<file path="config.mk">
export PLATFORM = sky130hd
export DESIGN_NAME = c2z_fifo
export DESIGN_NICKNAME = d
export VERILOG_FILES = /design/src/rtl/c2z_fifo.sv
export SDC_FILE = /design/constraint.sdc
export NUM_CORES = 1
export LEC_CHECK = 0
export ABC_AREA = 1
export BUFFER_PORTS_ARGS = -buffer_cell sky130_fd_sc_hd__buf_2
export CORE_ASPECT_RATIO = 0.5
export CORE_UTILIZATION = 55
export CTS_BUF_LIST = sky130_fd_sc_hd__clkbuf_4 sky130_fd_sc_hd__clkbuf_8 sky130_fd_sc_hd__clkbuf_16
export CTS_CLUSTER_DIAMETER = 120
export DETAILED_ROUTE_END_ITERATION = 8
export PLACE_DENSITY = 0.77
export RECOVER_POWER = 50
export SLEW_MARGIN = 20
export SYNTH_ARGS = -nofsm -noshare
export SYNTH_HDL_FRONTEND = slang
export SYNTH_SLANG_ARGS = --single-unit
</file>
<file path="constraint.sdc">
create_clock -name clk_i -period 2.4 [get_ports clk_i]
set_input_delay 0 -clock clk_i [delete_from_list [all_inputs] [get_ports clk_i]]
set_output_delay 0 -clock clk_i [all_outputs]
set_load 0.02 [all_outputs]
</file>
<file path="src/rtl/c2z_fifo.sv">
module c2z_fifo #(
  parameter int unsigned DW    = 8,
  parameter int unsigned DEPTH = 4,
  localparam int unsigned PW   = $clog2(DEPTH),
  localparam int unsigned CW   = PW + 1
) (
  input  logic          clk_i,
  input  logic          rst_ni,
  input  logic          push_i,
  input  logic [DW-1:0] wdata_i,
  output logic          full_o,
  input  logic          pop_i,
  output logic [DW-1:0] rdata_o,
  output logic          empty_o,
  output logic [CW-1:0] cnt_o
);

  logic [DW-1:0] mem_q [DEPTH];
  logic [PW-1:0] wr_ptr_q, rd_ptr_q;
  logic [CW-1:0] cnt_q;
  logic          do_push, do_pop;

  assign full_o  = (cnt_q == CW'(DEPTH));
  assign empty_o = (cnt_q == '0);
  assign cnt_o   = cnt_q;
  assign rdata_o = mem_q[rd_ptr_q];
  assign do_push = push_i && !full_o;
  assign do_pop  = pop_i && !empty_o;

  always_ff @(posedge clk_i or negedge rst_ni) begin
    if (!rst_ni) begin
      wr_ptr_q <= '0;
      rd_ptr_q <= '0;
      cnt_q    <= '0;
    end else begin
      if (do_push) wr_ptr_q <= wr_ptr_q + PW'(1);
      if (do_pop)  rd_ptr_q <= rd_ptr_q + PW'(1);
      if (do_push && !do_pop) begin
        cnt_q <= cnt_q + CW'(1);
      end else if (do_pop && !do_push) begin
        cnt_q <= cnt_q - CW'(1);
      end
    end
  end

  always_ff @(posedge clk_i) begin
    if (do_push) mem_q[wr_ptr_q] <= wdata_i;
  end

endmodule

</file>
Word-level counts from Yosys, hierarchy flattened
Memories as Yosys holds them, arrays and structs flattened.
Cells that the tools add are included.
W data, S select, Z words.

cells by class
  $add $sub $neg = 4
  eq/ne operators = 1
  reductions and logical operators = 10
  muxes and demuxes = 4

operators with widths
  operator               count
  $mux W3                2
  $add A2 B1 Y2 const B  2
  $logic_and A1 B1 Y1    4
  $logic_not A1 Y1       4
  $add A3 B1 Y3 const B  1
  $eq A3 B3 Y1 const B   1
  $logic_not A3 Y1       1
  $sub A3 B1 Y3 const B  1
  $mux W1                2
  $reduce_bool A2 Y1     1

word-level totals
  logic and storage cells = 23
  output and inout bits = 13
  input bits = 12
  flip-flop bits (word level) = 7
  memory bits (writable) = 32
  memories kept = 1

memories
  name   depth  width  rd ports  clocked after Yosys merged registers in  wr ports  RTL line  RTL
  mem_q  4      8      1         0                                        1         18        logic [DW-1:0] mem_q [DEPTH];

Longest topological paths before layout
  depth in word-level cells = 7
  depth in mapped cells = 12
  gate-level depth less buffers = 12

Least setup slack after synthesis
No wires, ideal clock.

  kind = register to register
  start = reg cnt_q[0], in the netlist cnt_o[0]
  end = reg cnt_q[2], in the netlist cnt_o[2]
  library setup time = 0.117 ns
  arrival time = 1.744 ns
  data required time = 2.283 ns
  setup slack = 0.539 ns
  stages on the path, launching flop included = 12
  buffers on the path = 0
  clock period less this slack = 1.861 ns
  cell sequence = dfrtp_1 inv_1 nand3_1 nand2_1 inv_1 ha_1 inv_1 fa_1 nand2_1 nand3_1 nand2_1 nand2_1

on the way
  word-level cells in the longest chain between the ends = 6
  elaborated cells between the ends (all ways) = 15
  classes of those cells = add/sub (2); eq/ne (1); mux (2); reduce/logical (10)

ends and longest elaborated chain
  element                       RTL line  RTL
  start: declaration            20        logic [CW-1:0] cnt_q;
  start signal: assignment      39        cnt_q <= cnt_q + CW'(1);
  start signal: assignment      41        cnt_q <= cnt_q - CW'(1);
  $eq A3 B3 Y1 (*)              23        assign full_o = (cnt_q == CW'(DEPTH));
  $logic_not A1 Y1 (*)          27        assign do_push = push_i && !full_o;
  $logic_and A1 B1 Y1 (*)       27
  named net do_push             21        logic do_push, do_pop;
  $logic_not A1 Y1              40        end else if (do_pop && !do_push) begin
  $logic_and A1 B1 Y1           40
  $reduce_bool A2 Y1 (no line)  -

The timed path passes the listed nets; every way through them passes the cells marked *. The select of a mux whose other input is x is not followed.
A chain may end at the register's enable or synchronous reset.

Worst setup path in the final report
  start = reg cnt_q[0], in the netlist cnt_o[0]
  end = reg cnt_q[1], in the netlist cnt_o[1]

The elaborated chain is that of the path after synthesis.

==> impl_metrics.py <==
metrics = {
    "synth": {
        "yosys.area_share.adder": 0.0476,
        "synth_nets": 172,
        "ys_warn_count": 0,
        "synth_compound_area_frac": 0.0722,
        "synthSimpleGateAreaFrac": 0.121,
        "synth_top_family_by_area": "simple AND/OR/NAND/NOR gates",
        "muxShareOfSynthArea": 0,
        "synth_xor_area_frac": 0.00505,
        "post_synth.cell_area_avg_um2": 11.3,
        "ys_ff_latch": 39,
        "synthesis.area_um2": 1730,
        "synth_cell_types": 16,
        "syn_inst": 154,
        "synth-seq-area-share": 0.655,
    },
    "timing": {
        "fmax_mhz": 526,
        "finalMaxSlewViolations": 0,
        "min_period_ns": 1.90,
        "finalHoldViolCount": 0,
        "tns_ns": 0,
        "layout_setup_ws_ns": 0.498,
        "skew_ns": 0.00508,
        "tightest_slew_ns": 0.883,
        "rsz0062_at_grt": "false",
        "maxSlewHeadroom": 0.411,
        "finalSetupViolations": 0,
        "fin_crit_sh": 0.792,
    },
    "global_route": {
        "grt_first_pass_wirelength_um": 4750,
        "grt_pass1_vias": 1059,
        "antenna_found_initial": 0,
        "grt_usage": 0.200,
        "grt_max_degree": 34,
        "grt_overflow": 0,
    },
    "flow_run": {
        "maxCapViolations": 0,
    },
    "cts": {
        "cts-root-buf": "clkbuf_8",
        "path_clk_slew_ns": 0.08,
        "htree_levels": 2,
        "post_cts_buffers": 0,
        "cts_tree": "done",
        "insertion_delay_ns": 0.29,
        "clk_path_buf_depth": 2,
        "cts_buffers": 5,
        "cts.sinks": 39,
        "cts_resized": 0,
    },
    "floorplanning": {
        "die_y_um": 41.7,
        "num_rows": 13,
        "core_area_um2": 2780,
        "die_area_um2": 3400,
        "initial_core_util": 0.623,
        "die_x_um": 81.4,
        "io_pins": 25,
    },
    "setup_path": {
        "r2r_setup_slack_ns": 0.50,
        "r2r-end": "cnt_o[1]",
        "critical_path_arrival_ns": 2.08,
        "crit_path_end_kind": "flop",
        "startpoint_type": "flop",
        "cp_max_fo": 7,
        "critPathRequiredTime_ns": 2.58,
        "path_class": "flop to flop",
        "r2r_cells": 9,
        "reg2reg_from": "cnt_o[0]",
    },
    "layout": {
        "syn_to_final_growth_pct": 19.4,
        "nNetsFinal": 214,
        "mostFrequentLayoutCells": "nand2_1 (41), inv_1 (34), edfxtp_1 (32), o211ai_1 (16)",
        "final_common_cell": "nand2_1",
        "final_layout_size_suffix_gt1_frac": 0.122,
        "n_antenna_cell": 0,
    },
    "route": {
        "wl_per_cell_um": 12.0,
        "first_iter_violations": 66,
        "wirelength_um": 2810,
        "vias": 1117,
        "firstDrtPassIters": 4,
        "drc": 0,
        "via_per_inst": 4.77,
        "antenna_left": 0,
    },
    "place": {
        "pre_cts_slack_ns": 0.498,
        "gp_congestion": 0.763,
        "io_buffers": 24,
        "dp_hpwl_um": 1900,
    },
    "power_and_ir_drop": {
        "leakage_nw": 0.930,
        "ir_drop_mv": 0.691,
        "power_density_nw_per_um2": 1180,
    },
    "min_path": {
        "hold_path_class": "input port to async pin",
    },
    "outcome": {
        "status": "finished, final reports clean",
    },
}
[critical path: stages, from the launching register on]
cell	delay, ns
dfrtp_1	0.44
inv_1	0.09
nand3_1	0.13
nand2_1	0.22
inv_1	0.07
ha_1	0.21
inv_1	0.08
fa_1	0.41
nand2_1	0.08
o21ai_0	0.07
[layer usage]
| metal | vias up | share of wire | routed length, um | GRT usage |
|---|---|---|---|---|
| li1 | 593 | - | - | - |
| met1 | 490 | 0.45 | 1250 | 0.255 |
| met2 | 28 | 0.47 | 1330 | 0.313 |
| met3 | 6 | 0.066 | 184 | 0.0703 |
| met4 | 0 | 0.014 | 40 | 0.0786 |
| met5 | - | 0 | 0 | 0 |
[where the power goes]
part           internal (mW)  switching, mW  leakage, nW
clock network          0.202          0.227       0.0402
registers              0.910          0.103        0.378
logic                  0.340          0.657        0.512
[synth_stat cells]
cell type	number	area (um^2)
edfxtp_1	32	961
dfrtp_1	7	175
xnor2_1	1	8.76
ha_1	5	62.6
fa_1	1	20.0
o21ai_0	1	5.00
inv_2	2	7.51
buf_4	1	7.51
buf_6	2	22.5
o211ai_1	16	120
clkbuf_8	1	13.8
nand3_1	7	35.0
nand2_1	41	154
inv_1	32	120
nand4_1	1	6.26
nor2_1	4	15.0
[stage by stage]
step | hold slack [ns] | cells | utilization | area, um^2 | total power, mW
after detailed placement | -0.159 | 215 | 0.678 | 1890 | 2.03
final | 0.127 | 234 | 0.744 | 2070 | 2.44
after global placement | -0.159 | 215 | 0.678 | 1890 | 1.99
after floorplan | -0.296 | 154 | - | 1730 | 1.78
after CTS | 0.0562 | 234 | 0.750 | 2090 | 2.48
after global routing | 0.179 | 234 | 0.744 | 2070 | 2.64
[cell type report]
| class | count | area, um^2 |
|---|---|---|
| timing repair buffer | 39 | 245 |
| clock buffer | 5 | 68.8 |
| clock inverter | 3 | 20.0 |
| tap | 37 | 46.3 |
| multi-input combinational | 77 | 427 |
| fill | 194 | 711 |
| inverter | 34 | 128 |
| sequential | 39 | 1140 |
[how the worst max path moves through the flow]
stage | from | to | slack [ns] | depth (start not counted)
3_3_place_gp | cnt_o[0] | cnt_o[1] | 0.60 | 9
5_1_grt | cnt_o[0] | cnt_o[1] | 0.29 | 9
4_1_cts | cnt_o[0] | cnt_o[1] | 0.49 | 9
6_report | cnt_o[0] | cnt_o[1] | 0.50 | 9
3_5_place_dp | cnt_o[0] | cnt_o[1] | 0.50 | 9
2_1_floorplan | cnt_o[0] | cnt_o[2] | 0.54 | 11
[cell families (layout without fill, tap and decap cells)]
logic type | Yosys count | after routing
AOI/OAI and AO/OA | 17 | 17
xor gates and xnor gates | 1 | 1
adders and majority gates | 6 | 6
buffers and inverters | 38 | 81
DFF | 39 | 39
and+or+nand+nor | 53 | 53
[sequential cells by signal, indices dropped and copies added (netlist names)]
signal and cells:
mem_q 32, cnt_o 3, rd_ptr_q 2, wr_ptr_q 2
[timing repair]
item,in CTS,in global routing
endpoints found under the setup margin,0,0
endpoints found under the hold margin,42,0
hold buffers,11,0
Note: power is estimated with default switching activity, not from simulation.
