**src/rtl/c2z_pkg.sv**
```systemverilog
package c2z_pkg;

  // register map of the configuration port
  localparam int unsigned CFG_IDX_W = 3;

  typedef enum logic [CFG_IDX_W-1:0] {
    CFG_COEF_UL  = 3'd0,
    CFG_COEF_UR  = 3'd1,
    CFG_COEF_LL  = 3'd2,
    CFG_COEF_LR  = 3'd3,
    CFG_WIDTH    = 3'd4,
    CFG_HEIGHT   = 3'd5
  } cfg_idx_e;

  localparam int unsigned HEIGHT_BITS = 16;
  localparam logic [HEIGHT_BITS-1:0] HEIGHT_RESET = 16'd1024;

  // depth of the decoupling queue and of the result queue, power of two
  localparam int unsigned QUEUE_DEPTH = 4;
  localparam int unsigned QUEUE_CNT_W = $clog2(QUEUE_DEPTH) + 1;

endpackage

```
**src/rtl/c2z_back.sv**
```systemverilog
module c2z_back
  import c2z_pkg::*;
#(
  parameter int unsigned PIXEL_BITS = 16,
  parameter int unsigned COEF_BITS  = 16,
  localparam int unsigned PB        = PIXEL_BITS + COEF_BITS,
  localparam int unsigned OUT_BITS  = PB + 2
) (
  input  logic                         clk_i,
  input  logic                         rst_ni,
  input  logic                         q_empty_i,
  output logic                         q_pop_o,
  input  logic signed [PIXEL_BITS-1:0] pix_i,
  input  logic signed [PIXEL_BITS-1:0] above_i,
  input  logic signed [PIXEL_BITS-1:0] left_i,
  input  logic signed [PIXEL_BITS-1:0] upleft_i,
  input  logic                         last_i,
  input  logic signed [COEF_BITS-1:0]  coef_ul_i,
  input  logic signed [COEF_BITS-1:0]  coef_ur_i,
  input  logic signed [COEF_BITS-1:0]  coef_ll_i,
  input  logic signed [COEF_BITS-1:0]  coef_lr_i,
  input  logic [QUEUE_CNT_W-1:0]       res_cnt_i,
  output logic                         res_push_o,
  output logic [OUT_BITS-1:0]          sum_o,
  output logic                         last_o
);

  logic                 m_valid_q, m_last_q;
  logic signed [PB-1:0] p_ul_q, p_ur_q, p_ll_q, p_lr_q;

  // credit check: result queue entries plus the item in the product stage
  assign q_pop_o = !q_empty_i &&
                   ((res_cnt_i + QUEUE_CNT_W'(m_valid_q)) < QUEUE_CNT_W'(QUEUE_DEPTH));

  always_ff @(posedge clk_i or negedge rst_ni) begin
    if (!rst_ni) begin
      m_valid_q <= 1'b0;
    end else begin
      m_valid_q <= q_pop_o;
    end
  end

  always_ff @(posedge clk_i) begin
    if (q_pop_o) begin
      p_ul_q   <= upleft_i * coef_ul_i;
      p_ur_q   <= above_i * coef_ur_i;
      p_ll_q   <= left_i * coef_ll_i;
      p_lr_q   <= pix_i * coef_lr_i;
      m_last_q <= last_i;
    end
  end

  assign res_push_o = m_valid_q;
  assign last_o     = m_last_q;
  assign sum_o      = {{2{p_ul_q[PB-1]}}, p_ul_q} + {{2{p_ur_q[PB-1]}}, p_ur_q}
                    + {{2{p_ll_q[PB-1]}}, p_ll_q} + {{2{p_lr_q[PB-1]}}, p_lr_q};

endmodule

```
**config.mk**
```make
export PLATFORM = sky130hd
export DESIGN_NAME = c2z_back
export DESIGN_NICKNAME = d
export VERILOG_FILES = /design/src/rtl/c2z_pkg.sv /design/src/rtl/c2z_back.sv
export SDC_FILE = /design/constraint.sdc
export NUM_CORES = 2
export LEC_CHECK = 0
export ABC_AREA = 1
export BUFFER_PORTS_ARGS = -buffer_cell sky130_fd_sc_hd__buf_2
export CORE_MARGIN = 10
export CORE_UTILIZATION = 23
export DETAILED_ROUTE_END_ITERATION = 10
export PLACE_DENSITY_LB_ADDON = 0.3
export REMOVE_ABC_BUFFERS = 1
export SETUP_SLACK_MARGIN = 0.3
export SYNTH_ARGS = -nofsm -noshare
export SYNTH_HDL_FRONTEND = slang
export SYNTH_SLANG_ARGS = --single-unit
```
**constraint.sdc**
```tcl
create_clock -name clk_i -period 4.75 [get_ports clk_i]
set_clock_uncertainty 0.2 [all_clocks]
set_input_delay 0.2375 -clock clk_i [delete_from_list [all_inputs] [get_ports clk_i]]
set_output_delay 0.2375 -clock clk_i [all_outputs]
set_load 0.005 [all_outputs]
```
After elaboration in Yosys (flattened, before gate mapping):

Index checks and enable logic that the tools add are counted.

* add/subtract/negate cells: 4
* multiply operators: 4
* div/mod/pow operators: 0
* order comparisons: 1
* eq/ne operators: 0
* shift-type cells: 0
* multiplexer cells: 0
* bitwise logic cells: 0
* reduce and logical (&&, ||, !) cells: 2

Operators with widths (number)
* 16-bit by 16-bit multiplier with 32-bit output: 4
* 33-bit by 32-bit adder with 34-bit output: 1
* 34-bit adder: 1
* 32-bit by 32-bit adder with 33-bit output: 1
* 3-bit by 1-bit adder with 3-bit output: 1
* 3-bit less-than comparator, second input constant: 1
* 1-bit logical AND: 1
* 1-bit logical NOT: 1

* register bits after elaboration: 130
* latch bits: 0
* RAM bits: 0
* ROM bits: 0
* word-level logic and storage cells: 17
* memories: 0

Longest topological paths before layout:

* word-level depth: 3
* gate-level depth with buffers: 26
* gate-level depth less buffers: 24

Least setup slack after synthesis:

No wires, ideal clock.

* path kind: in2reg
* from: input coef_ul_i[5]
* to: register p_ul_q[31] (data pin)
* arrival time: 5238 ps
* setup slack: -940 ps
* stages on the path: 23
* path through: clkbuf_1 clkbuf_1 nand2_1 fa_1 inv_1 fa_1 fa_1 fa_1 fa_1 inv_1 fa_1 inv_1 ha_1 nand2_1 nor2_1 inv_1 nor2_2 and2_1 nand2_1 inv_1 nor2_1 nand2_1 nand2_1

* cells in the longest elaborated chain, start to end: 1

RTL lines
* start: declaration: RTL line c2z_back.sv:18 `input logic signed [COEF_BITS-1:0] coef_ul_i,`
* 16-bit by 16-bit multiplier with 32-bit output: RTL line c2z_back.sv:45 `p_ul_q <= upleft_i * coef_ul_i;`
* end signal: assignment: RTL line c2z_back.sv:45
* end: declaration: RTL line c2z_back.sv:29 `logic signed [PB-1:0] p_ul_q, p_ur_q, p_ll_q, p_lr_q;`

Every way passes these cells.
A chain may end at the register's enable or synchronous reset.

Final worst setup path:

* from: input left_i[15]
* to: register p_ll_q[28] (data pin)

* cells in the longest elaborated chain, start to end: 1

RTL lines
* start: declaration: RTL line c2z_back.sv:15 `input logic signed [PIXEL_BITS-1:0] left_i,`
* 16-bit by 16-bit multiplier with 32-bit output: RTL line c2z_back.sv:47 `p_ll_q <= left_i * coef_ll_i;`
* end signal: assignment: RTL line c2z_back.sv:47
* end: declaration: RTL line c2z_back.sv:29

Every way passes these cells.

==> results by group <==
Outcome
  – Status: finished with violations
  – Failing checks: setup timing

Route
  – Initial drt markers: between 1.5k and 2k
  – Remaining antenna violation count: 0
  – Via count: around 42k
  – Routed WL per cell: 15.2 um
  – Pre-antenna DRT Iters: 6
  – DR vias/cell: ~4.1
  – DRT Wirelength: ~150000 um
  – DRC errors left: 0

Placed design
  – Routability cong.: 0.888
  – # port buffers: about 170
  – DP HPWL: ~130000 um
  – Cells after DPL: 9888

Synth
  – Yosys top cell by area: fa_1
  – Post-synth top cells: inv_1, nand2_1, fa_1, ha_1, clkbuf_1
  – Post-synthesis mux area share: 0%
  – XOR/XNOR Fraction of Synth Area: 1.81%
  – Sequential area share after synthesis: 7.73%
  – Largest family of logic cells by synthesized area: adder cells
  – Synth Area per Inst: just under 8 um2
  – Number of synthesized flops with an enable pin: between 100 and 150
  – Syn Inst Count: 6431
  – Post-Synth Simple-Gate Area: ~18%
  – Compound-gate portion of the synthesized area: 2.52%
  – Netlist cell types: 37
  – Synth top area share: between 40% and 50%
  – Area share of fa/ha/maj cells after synthesis: a little over half
  – Count leader, synth: inv_1
  – Top FF cell, synth: edfxtp_1
  – Post-Syn Area: 50400 um2
  – Synth async-reset ratio: less than 1%
  – #FFs+latches synth: between 100 and 150
  – Synth top area cells: fa_1, inv_1, nand2_1
  – Ys Warns: 0

GRT
  – Initial antenna violation count: 8
  – GR Util met1: 17.1%
  – Pin count of the biggest net entering global routing: between 40 and 50
  – Met2 Use GR: 22.8%
  – Global-route wire length before repair: ~250000 um
  – Met3 GRT Util: about 1.7%
  – Grt ovf: 0
  – Number of global-route vias before repair: roughly 46k
  – GRT Util Overall: between 10% and 20%
  – Busiest grt layer: met2

Clocking
  – CTS H-tree lvls: 4
  – CTS Root Cell: clkbuf_16
  – CTS clock-pin slew for the worst setup and hold paths: approximately 70 ps
  – Clk_lat worst skew: between 400 and 500 ps
  – Max clock buf depth: 2
  – Clock Sinks: 130
  – Cts bufs inserted: 17
  – CTS tree: built

STA
  – Max frequency: 197 MHz
  – Worst slew margin: 41.8%
  – Period utilization: 107%
  – Endpoints failing hold: 0
  – Fin. max-slew vios: 0
  – Setup WS post-layout: -331 ps
  – Slew @ Worst Pin: between 800 and 900 ps
  – Final setup fails: 71
  – RSZ-0062 raised after global routing: true
  – Tmin final: between 5000 and 6000 ps
  – Final Hold Slack: between 100 and 150 ps

Worst setup path
  – Most common cell on crit path: fa_1
  – Crit Path Class: input pin to flop
  – Critical-path top delay cell: fa_1
  – Worst path required time: about 4800 ps
  – Worst setup EP type: flop
  – WP data arrival: approximately 5100 ps
  – FF-to-FF Start: res_push_o$_DFF_PN0_
  – Max incr delay on CP: 600 ps
  – Crit-path cells: buf_12 -> buf_8 -> buf_6 -> nand2_2 -> inv_2 -> fa_2 -> buf_6 -> fa_2 -> inv_2 -> fa_1 -> inv_1 -> fa_1 -> fa_1 -> fa_1 -> ha_4 -> buf_6 -> a21o_1 -> o21bai_1 -> a21oi_1 -> nand3_1 -> nand2_1 -> nand2_2
  – Peak fanout along the critical path: 8
  – CP startpoint kind: input pin
  – Setup crit start: left_i[15]
  – FF-to-FF path depth: 4

Floorplanning
  – Starting Density: a little under a quarter
  – Row cnt: around 170
  – Die W: 488 um
  – Top Ports: between 150 and 200
  – Core box area: 218000 um2
  – Die Area: about 240000 um2
  – Chip height: between 400 and 500 um

Cells and area
  – Final design utilization: between 30% and 40%
  – Fraction of layout cells with a size suffix above 1: 31.7%
  – Non-filler instance count after layout: slightly above 10k
  – Layout fillers: approximately 23k
  – P&R area growth vs syn: 37.3%
  – Final net count: between 8k and 9k

Worst hold path
  – Hold-critical path depth: 4
  – Hold Startpoint: pix_i[0]
  – Hold Path Class: input pin to flop

Job
  – Max-Cap Viols: 0
==> worst paths after layout <==
check | endpoint | slack, ps
worst max register to register | p_ul_q[15]$_DFFE_PP_ | 2490
worst min register to register | res_push_o$_DFF_PN0_ | 850
worst max-delay path | p_ll_q[28]$_DFFE_PP_ | -330
worst min-delay path | p_lr_q[0]$_DFFE_PP_ | 110
max in group asynchronous | res_push_o$_DFF_PN0_ | 3850
min in group asynchronous | res_push_o$_DFF_PN0_ | 400
==> repair_timing <==
item,4_1_cts,5_1_grt
cloned,8,1
endpoints found under the setup margin,97,105
pin swaps,518,496
setup buffers,109,69
hold buffers,3,0
gates resized for setup,1344,726
endpoints found under the hold margin,2,0
==> sequential cells by signal (all words and copies together), names as in the netlist <==
signal / flops
last_o: 1
p_ll_q: 32
p_lr_q: 32
p_ul_q: 32
p_ur_q: 32
res_push_o: 1
==> cell families (layout without fill, tap and decap cells) <==
group,after synthesis,count (layout)
AO/OA/AOI/OAI,231,231
other,0,5
adder cells (fa/ha/maj),1474,1474
AND/OR/NAND/NOR,2294,2294
XOR/XNOR,104,104
flip-flops,130,130
buffers and inverters,2198,3023
==> through the flow <==
stage / worst slack (ps) / area [um2] / setup TNS, ps
CTS: -256 / 66200 / -9050
floorplan: -627 / 49500 / -25520
detailed placement: -1140 / 59400 / -83230
global placement: -1150 / 59400 / -83010
global route: -438 / 69200 / -20600
finish: -331 / 69200 / -10770
==> critical path, delay by kind of cell <==
kind | cells | cell delay [ps]
simple gates | 4 | 300
fa+ha+maj | 7 | 3290
buf+inv | 8 | 750
compound gates | 3 | 520
==> metal layers <==
layer / routed length, um / share of wire [%]
met5: 34 / 0.022
met3: 5240 / 3.4
met1: 68400 / 44
met4: 3770 / 2.4
met2: 76400 / 50
==> cell type report <==
cell class,count,area [um2],area share (%)
Inverter,1968,7460,10.8
Antenna cell,5,12.5,0.0181
Clock buffer,17,425,0.615
Tap cell,2854,3570,5.16
Multi-Input combinational cell,4103,43800,63.3
Clock inverter,15,159,0.230
Timing Repair Buffer,1023,9840,14.2
Sequential cell,130,3900,5.64
==> cell usage in the layout (no fill, tap or decap), types with 101 or more instances in the layout <==
cell,synthesis,routed
inv_1,1955,1678
nand2_2,21,231
edfxtp_1,129,129
nor2_1,210,101
nand2_4,0,124
buf_4,0,614
ha_1,361,250
inv_2,12,264
nand2_1,1762,1416
buf_6,0,214
fa_1,1113,1020
Power is left out: the tool's default activity adds up to more than one toggle a clock period on the data nets, which glitch-free logic cannot reach.
